### src/sv/snr_pkg.sv
// Package for the seven-segment number renderer: item type, register map,
// segment geometry and decimal digit helpers. No dependencies.
`timescale 1ns / 1ps

package snr_pkg;

    localparam int NUM_DIGITS = 10;
    localparam int SLOT_PITCH = 22;
    localparam int NUM_SEGS   = 7;

    localparam logic [2:0] REG_INT_DIGITS  = 3'd0;
    localparam logic [2:0] REG_FRAC_DIGITS = 3'd1;
    localparam logic [2:0] REG_SHOW_GRID   = 3'd2;
    localparam logic [2:0] REG_HANDLE_NEG  = 3'd3;
    localparam logic [2:0] REG_VALUE       = 3'd4;

    localparam logic [3:0]  RST_INT_DIGITS  = 4'd3;
    localparam logic [2:0]  RST_FRAC_DIGITS = 3'd2;
    localparam logic        RST_SHOW_GRID   = 1'b0;
    localparam logic        RST_HANDLE_NEG  = 1'b1;
    localparam logic [30:0] RST_VALUE       = 31'd0;

    localparam logic [1:0] LEVEL_OFF  = 2'd0;
    localparam logic [1:0] LEVEL_GRID = 2'd1;
    localparam logic [1:0] LEVEL_LIT  = 2'd2;

    localparam logic [6:0] SEG_CENTRE = 7'h08;

    localparam logic [4:0] SEG_LO_X [NUM_SEGS] = '{5'd0, 5'd0, 5'd18, 5'd2, 5'd0, 5'd18, 5'd0};
    localparam logic [4:0] SEG_HI_X [NUM_SEGS] = '{5'd20, 5'd2, 5'd20, 5'd18, 5'd2, 5'd20, 5'd20};
    localparam logic [6:0] SEG_LO_Y [NUM_SEGS] = '{7'd48, 7'd25, 7'd25, 7'd24, 7'd0, 7'd0, 7'd0};
    localparam logic [6:0] SEG_HI_Y [NUM_SEGS] = '{7'd50, 7'd50, 7'd50, 7'd26, 7'd25, 7'd25, 7'd2};

    typedef logic [NUM_DIGITS-1:0][3:0] t_bcd;

    typedef struct packed {
        logic signed [7:0] d;          // decimal digit index of the slot
        logic [6:0]        seg_hit;
        logic              slot_ok;
        logic              in_frac;
        logic              blank_zone;
        logic              minus_edge;
    } t_item;

    function automatic logic [6:0] digit_segs(input logic [3:0] dig);
        logic [6:0] segs;
        case (dig)
            4'd0: segs = 7'h77;
            4'd1: segs = 7'h24;
            4'd2: segs = 7'h5D;
            4'd3: segs = 7'h6D;
            4'd4: segs = 7'h2E;
            4'd5: segs = 7'h6B;
            4'd6: segs = 7'h7B;
            4'd7: segs = 7'h25;
            4'd8: segs = 7'h7F;
            4'd9: segs = 7'h6F;
            default: segs = 7'h00;
        endcase
        return segs;
    endfunction

    function automatic logic [3:0] digit_at(input t_bcd digs, input logic signed [7:0] d);
        logic [3:0] dig;
        if (d < 0 || d >= 8'(NUM_DIGITS)) begin
            dig = 4'd0;
        end else begin
            dig = digs[d[3:0]];
        end
        return dig;
    endfunction

    function automatic logic nonzero_at(input logic [NUM_DIGITS-1:0] nz,
                                        input logic signed [7:0] d);
        logic r;
        if (d <= 0) begin
            r = nz[0];
        end else if (d >= 8'(NUM_DIGITS)) begin
            r = 1'b0;
        end else begin
            r = nz[d[3:0]];
        end
        return r;
    endfunction

endpackage

### src/sv/snr_bcd_conv.sv
// Binary to decimal converter for the magnitude of the display value.
// Shift-and-add-three, one bit per cycle. Depends on snr_pkg.
`timescale 1ns / 1ps

module snr_bcd_conv import snr_pkg::*; (
    input  logic                  i_clk,
    input  logic                  i_rst_n,
    input  logic                  i_start,
    input  logic [30:0]           i_value,
    output logic                  o_busy,
    output t_bcd                  o_digits,
    output logic [NUM_DIGITS-1:0] o_nonzero
);

    logic [30:0] r_bin, n_bin;
    t_bcd        r_bcd, n_bcd;
    logic [4:0]  r_cnt, n_cnt;
    logic [31:0] w_mag;
    t_bcd        w_adj;

    assign w_mag = i_value[30] ? (32'h8000_0000 - {1'b0, i_value}) : {1'b0, i_value};

    always_comb begin
        for (int i = 0; i < NUM_DIGITS; i++) begin
            w_adj[i] = (r_bcd[i] >= 4'd5) ? (r_bcd[i] + 4'd3) : r_bcd[i];
        end
        n_bin = r_bin;
        n_bcd = r_bcd;
        n_cnt = r_cnt;
        if (i_start) begin
            n_bin = w_mag[30:0];
            n_bcd = '0;
            n_cnt = 5'd31;
        end else if (r_cnt != 5'd0) begin
            {n_bcd, n_bin} = {w_adj[NUM_DIGITS-1:0], r_bin} << 1;
            n_cnt = r_cnt - 5'd1;
        end
    end

    always_ff @(posedge i_clk) begin
        if (!i_rst_n) begin
            r_cnt <= 5'd0;
            r_bcd <= '0;
            r_bin <= '0;
        end else begin
            r_cnt <= n_cnt;
            r_bcd <= n_bcd;
            r_bin <= n_bin;
        end
    end

    always_comb begin
        o_nonzero[NUM_DIGITS-1] = |r_bcd[NUM_DIGITS-1];
        for (int i = NUM_DIGITS - 2; i >= 0; i--) begin
            o_nonzero[i] = (|r_bcd[i]) | o_nonzero[i+1];
        end
    end

    assign o_busy   = (r_cnt != 5'd0);
    assign o_digits = r_bcd;

endmodule

### src/sv/snr_front.sv
// Front stage: accept a pixel position, find its slot and local x,
// test the segment rectangles and classify the slot. Depends on snr_pkg.
`timescale 1ns / 1ps

module snr_front import snr_pkg::*; #(
    parameter int MAX_SLOTS         = 16,
    parameter int VALUE_FRAC_DIGITS = 4
) (
    input  logic       i_clk,
    input  logic       i_rst_n,
    input  logic       i_valid,
    output logic       o_ready,
    input  logic       i_hold,
    input  logic [8:0] i_pos_x,
    input  logic [6:0] i_pos_y,
    input  logic [3:0] i_int_digits,
    input  logic [2:0] i_frac_digits,
    input  logic       i_handle_neg,
    output logic       o_valid,
    input  logic       i_ready,
    output t_item      o_item
);

    logic              r_valid;
    t_item             r_item, n_item;
    logic [17:0]       w_prod;
    logic [4:0]        w_slot;
    logic [8:0]        w_base;
    logic [4:0]        w_lx;
    logic signed [7:0] w_k;

    // x / 22 through a reciprocal, exact for 9-bit x
    assign w_prod = i_pos_x * 9'd373;
    assign w_slot = w_prod[17:13];
    assign w_base = 9'(w_slot * SLOT_PITCH);
    assign w_lx   = 5'(i_pos_x - w_base);
    assign w_k    = $signed({3'b000, w_slot}) - $signed({4'b0000, i_int_digits}) + 8'sd1;

    always_comb begin
        for (int s = 0; s < NUM_SEGS; s++) begin
            n_item.seg_hit[s] = (w_lx > SEG_LO_X[s]) && (w_lx < SEG_HI_X[s]) &&
                                (i_pos_y > SEG_LO_Y[s]) && (i_pos_y < SEG_HI_Y[s]);
        end
        n_item.d          = 8'(VALUE_FRAC_DIGITS) - w_k;
        n_item.slot_ok    = ({1'b0, w_slot} < 6'(MAX_SLOTS));
        n_item.in_frac    = (w_k <= $signed({5'b00000, i_frac_digits}));
        n_item.blank_zone = i_handle_neg && (w_k <= -8'sd1);
        n_item.minus_edge = (w_k == -8'sd1);
    end

    assign o_ready = (!r_valid || i_ready) && !i_hold;
    assign o_valid = r_valid;
    assign o_item  = r_item;

    always_ff @(posedge i_clk) begin
        if (!i_rst_n) begin
            r_valid <= 1'b0;
        end else if (i_valid && o_ready) begin
            r_valid <= 1'b1;
        end else if (i_ready) begin
            r_valid <= 1'b0;
        end
    end

    always_ff @(posedge i_clk) begin
        if (i_valid && o_ready) begin
            r_item <= n_item;
        end
    end

endmodule

### src/sv/snr_queue.sv
// Two-word queue between the front and back stages.
// Depends on snr_pkg for the word type.
`timescale 1ns / 1ps

module snr_queue import snr_pkg::*; (
    input  logic  i_clk,
    input  logic  i_rst_n,
    input  logic  i_push,
    input  t_item i_word,
    output logic  o_full,
    input  logic  i_pop,
    output logic  o_empty,
    output t_item o_word
);

    t_item      r_mem [2];
    logic       r_wptr;
    logic       r_rptr;
    logic [1:0] r_count;

    assign o_full  = (r_count == 2'd2);
    assign o_empty = (r_count == 2'd0);
    assign o_word  = r_mem[r_rptr];

    always_ff @(posedge i_clk) begin
        if (!i_rst_n) begin
            r_wptr  <= 1'b0;
            r_rptr  <= 1'b0;
            r_count <= 2'd0;
        end else begin
            if (i_push) begin
                r_wptr <= ~r_wptr;
            end
            if (i_pop) begin
                r_rptr <= ~r_rptr;
            end
            case ({i_push, i_pop})
                2'b10:   r_count <= r_count + 2'd1;
                2'b01:   r_count <= r_count - 2'd1;
                default: r_count <= r_count;
            endcase
        end
    end

    always_ff @(posedge i_clk) begin
        if (i_push) begin
            r_mem[r_wptr] <= i_word;
        end
    end

endmodule

### src/sv/snr_back.sv
// Back stage: pick the slot's digit, apply blanking and the minus sign,
// and register the pixel level for the output. Depends on snr_pkg.
`timescale 1ns / 1ps

module snr_back import snr_pkg::*; (
    input  logic                  i_clk,
    input  logic                  i_rst_n,
    input  logic                  i_valid,
    output logic                  o_pop,
    input  t_item                 i_item,
    input  t_bcd                  i_digits,
    input  logic [NUM_DIGITS-1:0] i_nonzero,
    input  logic                  i_neg,
    input  logic                  i_show_grid,
    output logic                  o_valid,
    input  logic                  i_ready,
    output logic [1:0]            o_level
);

    logic       r_valid;
    logic [1:0] r_level, n_level;
    logic [3:0] w_dig;
    logic       w_nz_here;
    logic       w_nz_next;
    logic [6:0] w_lit;

    assign w_dig     = digit_at(i_digits, i_item.d);
    assign w_nz_here = nonzero_at(i_nonzero, i_item.d);
    assign w_nz_next = nonzero_at(i_nonzero, i_item.d - 8'sd1);

    always_comb begin
        w_lit = i_item.in_frac ? (i_item.seg_hit & digit_segs(w_dig)) : 7'h00;
        if (i_item.blank_zone && !w_nz_here) begin
            w_lit = 7'h00;
            if (i_neg && (i_item.minus_edge || w_nz_next)) begin
                w_lit = i_item.seg_hit & SEG_CENTRE;
            end
        end
        if (!i_item.slot_ok) begin
            n_level = LEVEL_OFF;
        end else if (w_lit != 7'h00) begin
            n_level = LEVEL_LIT;
        end else if (i_show_grid && (i_item.seg_hit != 7'h00)) begin
            n_level = LEVEL_GRID;
        end else begin
            n_level = LEVEL_OFF;
        end
    end

    assign o_pop   = i_valid && (!r_valid || i_ready);
    assign o_valid = r_valid;
    assign o_level = r_level;

    always_ff @(posedge i_clk) begin
        if (!i_rst_n) begin
            r_valid <= 1'b0;
        end else if (o_pop) begin
            r_valid <= 1'b1;
        end else if (i_ready) begin
            r_valid <= 1'b0;
        end
    end

    always_ff @(posedge i_clk) begin
        if (o_pop) begin
            r_level <= n_level;
        end
    end

endmodule

### src/sv/seven_segment_number_renderer_unit.sv
// A pixel word passes the front register, the queue and the back level register.
// Throughput: one pixel word per clock, independent of output stalls up to the queue.
// After a write to display_value the input stalls while the decimal
// converter shifts the magnitude through its digit registers.
// Reset is synchronous, active low: pipeline empty, registers to their defaults.
// Top level; depends on snr_pkg, snr_bcd_conv, snr_front, snr_queue, snr_back.
`timescale 1ns / 1ps

module seven_segment_number_renderer_unit import snr_pkg::*; #(
    parameter int MAX_SLOTS         = 16,
    parameter int VALUE_FRAC_DIGITS = 4
) (
    input  logic        i_clk,
    input  logic        i_rst_n,
    input  logic        i_in_valid,
    output logic        o_in_ready,
    input  logic [8:0]  i_pos_x,
    input  logic [6:0]  i_pos_y,
    output logic        o_out_valid,
    input  logic        i_out_ready,
    output logic [1:0]  o_pixel_level,
    input  logic        psel,
    input  logic        penable,
    input  logic        pwrite,
    input  logic [4:0]  paddr,
    input  logic [31:0] pwdata,
    output logic [31:0] prdata,
    output logic        pready
);

    logic [3:0]            r_int_digits;
    logic [2:0]            r_frac_digits;
    logic                  r_show_grid;
    logic                  r_handle_neg;
    logic [30:0]           r_value;
    logic                  w_wr;
    logic                  w_start;
    logic                  w_busy;
    t_bcd                  w_digits;
    logic [NUM_DIGITS-1:0] w_nonzero;
    logic                  w_f_valid;
    t_item                 w_f_item;
    logic                  w_q_full;
    logic                  w_q_empty;
    logic                  w_q_pop;
    t_item                 w_q_item;

    assign pready  = 1'b1;
    assign w_wr    = psel && penable && pwrite && pready;
    assign w_start = w_wr && (paddr[4:2] == REG_VALUE);

    always_ff @(posedge i_clk) begin
        if (!i_rst_n) begin
            r_int_digits  <= RST_INT_DIGITS;
            r_frac_digits <= RST_FRAC_DIGITS;
            r_show_grid   <= RST_SHOW_GRID;
            r_handle_neg  <= RST_HANDLE_NEG;
            r_value       <= RST_VALUE;
        end else if (w_wr) begin
            case (paddr[4:2])
                REG_INT_DIGITS:  r_int_digits  <= pwdata[3:0];
                REG_FRAC_DIGITS: r_frac_digits <= pwdata[2:0];
                REG_SHOW_GRID:   r_show_grid   <= pwdata[0];
                REG_HANDLE_NEG:  r_handle_neg  <= pwdata[0];
                REG_VALUE:       r_value       <= pwdata[30:0];
                default: ;
            endcase
        end
    end

    always_comb begin
        case (paddr[4:2])
            REG_INT_DIGITS:  prdata = {28'd0, r_int_digits};
            REG_FRAC_DIGITS: prdata = {29'd0, r_frac_digits};
            REG_SHOW_GRID:   prdata = {31'd0, r_show_grid};
            REG_HANDLE_NEG:  prdata = {31'd0, r_handle_neg};
            REG_VALUE:       prdata = {1'b0, r_value};
            default:         prdata = 32'd0;
        endcase
    end

    snr_bcd_conv u_conv (
        .i_clk     (i_clk),
        .i_rst_n   (i_rst_n),
        .i_start   (w_start),
        .i_value   (pwdata[30:0]),
        .o_busy    (w_busy),
        .o_digits  (w_digits),
        .o_nonzero (w_nonzero)
    );

    snr_front #(
        .MAX_SLOTS         (MAX_SLOTS),
        .VALUE_FRAC_DIGITS (VALUE_FRAC_DIGITS)
    ) u_front (
        .i_clk         (i_clk),
        .i_rst_n       (i_rst_n),
        .i_valid       (i_in_valid),
        .o_ready       (o_in_ready),
        .i_hold        (w_busy),
        .i_pos_x       (i_pos_x),
        .i_pos_y       (i_pos_y),
        .i_int_digits  (r_int_digits),
        .i_frac_digits (r_frac_digits),
        .i_handle_neg  (r_handle_neg),
        .o_valid       (w_f_valid),
        .i_ready       (!w_q_full),
        .o_item        (w_f_item)
    );

    snr_queue u_queue (
        .i_clk   (i_clk),
        .i_rst_n (i_rst_n),
        .i_push  (w_f_valid && !w_q_full),
        .i_word  (w_f_item),
        .o_full  (w_q_full),
        .i_pop   (w_q_pop),
        .o_empty (w_q_empty),
        .o_word  (w_q_item)
    );

    snr_back u_back (
        .i_clk       (i_clk),
        .i_rst_n     (i_rst_n),
        .i_valid     (!w_q_empty),
        .o_pop       (w_q_pop),
        .i_item      (w_q_item),
        .i_digits    (w_digits),
        .i_nonzero   (w_nonzero),
        .i_neg       (r_value[30]),
        .i_show_grid (r_show_grid),
        .o_valid     (o_out_valid),
        .i_ready     (i_out_ready),
        .o_level     (o_pixel_level)
    );

endmodule

### config.mk
export PLATFORM = sky130hd
export DESIGN_NAME = seven_segment_number_renderer_unit
export DESIGN_NICKNAME = d
export VERILOG_FILES = /design/src/sv/snr_pkg.sv /design/src/sv/snr_bcd_conv.sv /design/src/sv/snr_front.sv /design/src/sv/snr_queue.sv /design/src/sv/snr_back.sv /design/src/sv/seven_segment_number_renderer_unit.sv
export SDC_FILE = /design/constraint.sdc
export NUM_CORES = 1
export LEC_CHECK = 0
export ABC_AREA = 1
export BUFFER_PORTS_ARGS = -buffer_cell sky130_fd_sc_hd__clkbuf_2
export CAP_MARGIN = 20
export CORE_ASPECT_RATIO = 0.6
export CORE_MARGIN = 10
export CORE_UTILIZATION = 27
export CTS_CLUSTER_SIZE = 40
export DETAILED_ROUTE_END_ITERATION = 7
export PLACE_DENSITY_LB_ADDON = 0.2
export SLEW_MARGIN = 20
export SYNTH_ARGS = -nofsm -noshare
export SYNTH_HDL_FRONTEND = slang
export SYNTH_SLANG_ARGS = --single-unit
### constraint.sdc
create_clock -name i_clk -period 5.58 [get_ports i_clk]
set_clock_uncertainty 0.15 [all_clocks]
set_input_delay 0.558 -clock i_clk [delete_from_list [all_inputs] [get_ports i_clk]]
set_output_delay 0.558 -clock i_clk [all_outputs]
set_load 0.02 [all_outputs]
# [Word-level counts from Yosys, hierarchy flattened]
# Memories as Yosys holds them, arrays and structs flattened. A register that Yosys moved wholly into a read port is not among the register bits.
# Index checks and enable logic that the tools add are counted.
[classes] magnitude_cmp=34 n_eq_ne=9 bitwise=14 add_sub_neg=19 muxes=41 reduce_logical=64 mul=2
[op_table] op="31-bit one-hot mux with 5 select lines" n=1
[op_table] op="31-bit two-way mux" n=3
[op_table] op="4-bit two-way mux" n=12
[op_table] op="4-bit by 3-bit greater-or-equal comparator with 1-bit output, second input constant" n=10
[op_table] op="4-bit OR reduction" n=10
[op_table] op="4-bit by 2-bit adder with 4-bit output, second input constant" n=9
[op_table] op="1-bit by 31-bit subtractor with 31-bit output, first input constant" n=1
[op_table] op="1-bit logical AND" n=29
[op_table] op="8-bit by 1-bit <= comparator with 1-bit output, second input constant" n=3
[op_table] op="9-bit by 9-bit multiplier with 18-bit output, second input constant" n=1
[op_table] op="4-bit binary-select mux with 4-bit select" n=1
[op_table] op="8-bit by 5-bit greater-or-equal comparator with 1-bit output, second input constant" n=2
[op_table] op="5-bit < comparator, second input constant" n=3
[op_table] op="1-bit two-way mux" n=15
[op_table] op="7-bit by 5-bit greater-than comparator with 1-bit output, second input constant" n=2
[op_table] op="7-bit by 5-bit < comparator with 1-bit output, second input constant" n=2
[op_table] op="7-bit two-way mux" n=2
[op_table] op="7-bit nonzero test" n=2
[op_table] op="4-bit by 5-bit < comparator with 1-bit output, second input constant" n=2
[op_table] op="5-bit two-way mux" n=2
[op_table] op="2-bit AND reduction" n=5
[op_table] op="1-bit bitwise OR" n=9
[op_table] op="8-bit by 2-bit adder with 8-bit output, second input constant" n=1
[op_table] op="1-bit binary-select mux with 4-bit select" n=2
[op_table] op="38 further kinds" n=54
[totals] mem_count=2 mem_bits_ro=112 wordCells=215 reg_bits=143 ram_bits=38
[mem_list] name="(no name shown)" depth=16 word_bits=7 read_ports=1 rd_clocked_by_memory_dff=0 write_ports=0 line="snr_pkg.sv:47" rtl="case (dig)"
[mem_list] name="u_queue.r_mem" depth=2 word_bits=19 read_ports=1 rd_clocked_by_memory_dff=1 write_ports=1 line="snr_queue.sv:16" rtl="t_item r_mem [2];"

# [Logic depth before layout (Yosys ltp)]
[depth] word_depth=20 ltp_mapped=31 mapped_depth_nobuf=31

# [Cells and area by module]
# From an unflattened synthesis, not the netlist that was laid out.
[unflattened] hier_cells=1887 area_unflattened_um2=13624.3
[by_module_without_submodules] module="snr_bcd_conv" instances=1 area_each_um2=5142.4 cells_per_inst=782
[by_module_without_submodules] module="snr_front" instances=1 area_each_um2=3170.5 cells_per_inst=376
[by_module_without_submodules] module="seven_segment_number_renderer_unit" instances=1 area_each_um2=2155.8 cells_per_inst=347
[by_module_without_submodules] module="snr_queue" instances=1 area_each_um2=1650.3 cells_per_inst=94
[by_module_without_submodules] module="snr_back" instances=1 area_each_um2=1505.2 cells_per_inst=288

# [Worst setup path before layout]
# Ideal clock, no wire load.
[synth_path] kind="input to register" startpoint="input i_pos_x[3]" endpoint="register u_front.r_item, in the netlist u_front.o_item[10] (data pin)" path_stages=29 arrival_time_ns=5.634 setup_ns=0.259 required_ns=5.171 setup_slack_ns=-0.463 path_cell_list="ha_1 -> inv_1 -> fa_1 -> inv_1 -> fa_1 -> inv_1 -> fa_1 -> inv_1 -> ha_1 -> nand2_1 -> o21ai_0 -> a21oi_1 -> o21ai_0 -> xor2_1 -> ha_1 -> ha_1 -> inv_1 -> ha_1 -> a21oi_1 -> nand2_1 -> xor2_1 -> xor2_1 -> inv_1 -> nand2_1 -> nand2_1 -> nand2_1 -> nand2_1 -> o21ai_0 -> nor2_1"
[synth_rtl] item="from (decl)" line="seven_segment_number_renderer_unit.sv:17" rtl="input logic [8:0] i_pos_x,"
[synth_rtl] item="to (signal assigned)" line="snr_front.sv:67" rtl="r_item <= n_item;"
[synth_rtl] item="to (decl)" line="snr_front.sv:25" rtl="t_item r_item, n_item;"

==> summary.txt <==
Sequential share of power -> 0.216
Clock group share of total power -> 0.119
Cell with the largest stage delay on the worst path -> fa_1
Comb pwr share -> 0.665
Clock sinks -> 182
Synth top cells by count -> 270 x nand2_1, 266 x inv_1, 161 x nor2_1
Clk slew on worst S/H paths -> 0.08 ns
P per Cell Area -> 640 nW/um^2
CTS Buf Count -> 17
Slew at the pin with the worst max-slew slack -> 1.11 ns
Status -> finished, final reports clean
Crit path capture type -> flop
Post-synthesis simple-gate area fraction -> 0.233
Met2 GRT Util -> 0.193
R2R Path End -> u_back.o_level[0]$_SDFFCE_PP0P_
Post-synthesis net count -> 1816
Top Ports -> 97
Final slew viol count -> 0
Critical path origin -> i_pos_x[5]
ANT cells -> 0
Post-synthesis adder-cell area fraction -> 0.138
Xor and xnor area share after synthesis -> 0.0251
Sw Pwr -> 0.00429 W
Mapped Avg Cell Area -> 7.46 um^2
Maximum clock frequency -> 0.181 GHz
Share of cells above drive strength 1 -> 0.166
Initial core utilization -> 0.273
Root buf cell -> clkbuf_16
DP Cell Count -> 2333
Cell Count, Final, Fillers Out -> 2367
Post-synthesis register bit count -> 182
DRT Wirelength -> 34800 um
Vias per cell -> 4.62
Top cells by area, synth -> dfxtp_1 20%, edfxtp_1 14%, ha_1 9.5%
Final period util -> 0.992
Post-synth EDFFs -> 59
Worst R2R Path Depth -> 22
Critical Path AT -> 5.57 ns
Routing usage on met3 -> 0.0183
Worst-path fanout max -> 4
CTS tree -> done
Switching part of the total -> 0.458
LEAKAGE -> 6.44 nW
Slew HR -> 0.257
Max Root-Sink Buffers -> 2
Global route overflow -> 0
Synthesis-to-layout area growth -> 19.7%
Cell variety after synth -> 55
Fin nets -> 1944
Clk Latency, worst-skew pair -> 0.44 ns
ANT nets after route -> 0
GRT Resource Usage Total -> 0.129
Cells after synthesis -> 1637
Hpwl dp -> 26400 um
GR Layer Usage met1 -> 0.193
Hold worst-path end -> r_value[28]$_SDFFE_PN0P_
Initial antenna violation count -> 0
Remaining DRCs -> 0
Worst endpoint required time -> 5.62 ns
Buffers on Ports -> 91
Ys async rst share -> 0
Top-area cell type share of the netlist area -> 0.202
Slowest cell delay on critical path -> 0.54 ns
Ys flop type -> dfxtp_1
Maximum vdd ir drop -> 0.423 mV
Vias in the first global route -> 10500
Core box area -> 44700 um^2
Crit Path Class -> input pin to flop
Final Hold Viols -> 0
Post-synthesis mux area share -> 0.00492
Largest family of logic cells by synthesized area -> simple AND/OR/NAND/NOR gates
Min cycle time layout -> 5.54 ns
Final Core Density -> 0.327
Fill count -> 4790
RePlAce Congestion -> 0.822
Wirelength per Cell -> 14.7 um
Register area share after synthesis -> 0.347
R2r setup slk -> 1.62 ns
Endpoints failing setup -> 0
Worst min path class -> input pin to flop
Largest net degree at the start of global routing -> 62
Internal -> 0.00507 W
Pre-antenna DRT Iters -> 5
First-pass GRT wire length -> 56700 um
Synthesized-area fraction occupied by ao, oa, aoi and oai cells -> 0.148
Critical Path Most Common Cell -> inv_2
Initial drt markers -> 707
DIE AREA -> 54400 um^2
FP Rows -> 60
WHS Path Cells -> 3
Post-CTS Hold Buffers -> 0
Die Y -> 185 um
Vias -> 10900
Die Wd -> 295 um
Synth area leader -> dfxtp_1
H-tree levels -> 4
Netlist Area Pre-Place -> 12200 um^2
Crit start category -> input pin
Setup TNS -> 0 ns
Worst hold start -> pwdata[28]
Max-Cap Viols -> 0
RSZ-0062 raised after global routing -> true
Gr busiest metal -> met1
Synthesis Warnings -> 0
Count leader, synth -> nand2_1
[cells in the final DEF, fill, tap and decap left out, drive strengths merged, types with 2 or more instances in the layout]
| master | netlist | routed |
|---|---|---|
| o221ai | 8 | 8 |
| clkinv | 4 | 10 |
| a311oi | 4 | 4 |
| inv | 267 | 269 |
| xor2 | 31 | 31 |
| o21ai | 129 | 129 |
| buf | 17 | 79 |
| nor3 | 21 | 21 |
| xnor2 | 4 | 4 |
| nor2 | 166 | 166 |
| a31oi | 14 | 14 |
| conb | 2 | 2 |
| fa | 26 | 26 |
| edfxtp | 59 | 59 |
| clkinvlp | 0 | 3 |
| mux2i | 6 | 6 |
| nand3 | 126 | 126 |
| o22ai | 15 | 15 |
| clkbuf | 39 | 107 |
| or2 | 7 | 7 |
| nand4 | 18 | 18 |
| o211ai | 12 | 12 |
| dfxtp | 123 | 123 |
| a21o | 2 | 2 |
| nor3b | 4 | 4 |
| nand2 | 289 | 289 |
| ha | 93 | 93 |
| a211oi | 11 | 11 |
| o21bai | 2 | 2 |
| o21a | 2 | 2 |
| nand3b | 5 | 5 |
| a21oi | 117 | 117 |
| nor4 | 5 | 5 |
[worst max-delay path by stage]
stage          depth (start not counted)                           end  slack, ns
4_1_cts                               30  u_front.o_item[10]$_DFFE_PP_     -0.009
5_1_grt                               30  u_front.o_item[10]$_DFFE_PP_      -0.26
6_report                              31  u_front.o_item[10]$_DFFE_PP_       0.04
3_5_place_dp                          30  u_front.o_item[10]$_DFFE_PP_      -0.61
3_3_place_gp                          30  u_front.o_item[10]$_DFFE_PP_      -0.51
2_1_floorplan                         29  u_front.o_item[10]$_DFFE_PP_      -0.02
[metal layers]
metal,vias up,share of wire
li1,5643,-
met1,5098,0.54
met2,176,0.42
met3,18,0.035
met4,0,0.0069
met5,-,0
[power groups by stage]
stage / clock network, W / logic, W / registers (W)
3_3_place_gp: 0 / 0.00582 / 0.00204
3_5_place_dp: 0 / 0.00590 / 0.00205
4_1_cts: 0.00115 / 0.00597 / 0.00202
6_report: 0.00112 / 0.00622 / 0.00202
5_1_grt: 0.00120 / 0.00710 / 0.00206
2_1_floorplan: 0 / 0.00385 / 0.00200
[through the flow]
step                worst slack, ns  cell area (um^2)  hold WS, ns  power (W)
floorplan                   -0.0199             12400        0.269    0.00585
global placement             -0.506             13900        0.278    0.00787
detailed placement           -0.606             13900        0.282    0.00794
CTS                        -0.00919             14500        0.215    0.00915
global route                 -0.255             14600        0.243     0.0104
finish                       0.0429             14600        0.247    0.00936
[kinds of logic after synthesis]
| family | count (synthesis) |
|---|---|
| muxes | 6 |
| and+or+nand+nor | 642 |
| buffers and inverters | 327 |
| xor gates and xnor gates | 35 |
| adders and majority gates | 119 |
| other | 2 |
| DFF | 182 |
| AOI/OAI and AO/OA | 324 |
[state kept, by name (all words and copies together), names as in the netlist, 2 cells and up, named ones only]
name	flops
u_conv.o_digits	40
u_queue.r_mem	38
r_value	31
u_conv.r_bin	31
u_front.o_item	19
u_conv.r_cnt	5
r_int_digits	4
r_frac_digits	3
u_back.o_level	2
u_queue.r_count	2
[worst max-delay path: cells and delay by family]
kind | cells | cell delay, ns
simple gates | 12 | 1.13
buf+inv | 8 | 0.53
xor+xnor | 2 | 0.36
fa+ha+maj | 8 | 2.85
compound gates | 1 | 0.11
[what timing repair did]
action                                  4_1_cts  5_1_grt
endpoints found under the setup margin       10       14
setup buffers                                 2        0
pin swaps                                    10       14
resized for setup                            14       41
gates cloned                                  0        0
[layout make-up]
| cell class | instances | area, um^2 | area share |
|---|---|---|---|
| flip-flops and latches | 182 | 4230 | 0.290 |
| inverters | 271 | 1020 | 0.0696 |
| repair buffers | 165 | 1070 | 0.0733 |
| clock buffers | 21 | 440 | 0.0301 |
| clock inverters | 11 | 77.6 | 0.00531 |
| multi-input cells | 1128 | 7040 | 0.482 |
| well taps | 589 | 737 | 0.0504 |
No activity file was read; power rests on OpenSTA's default activity.
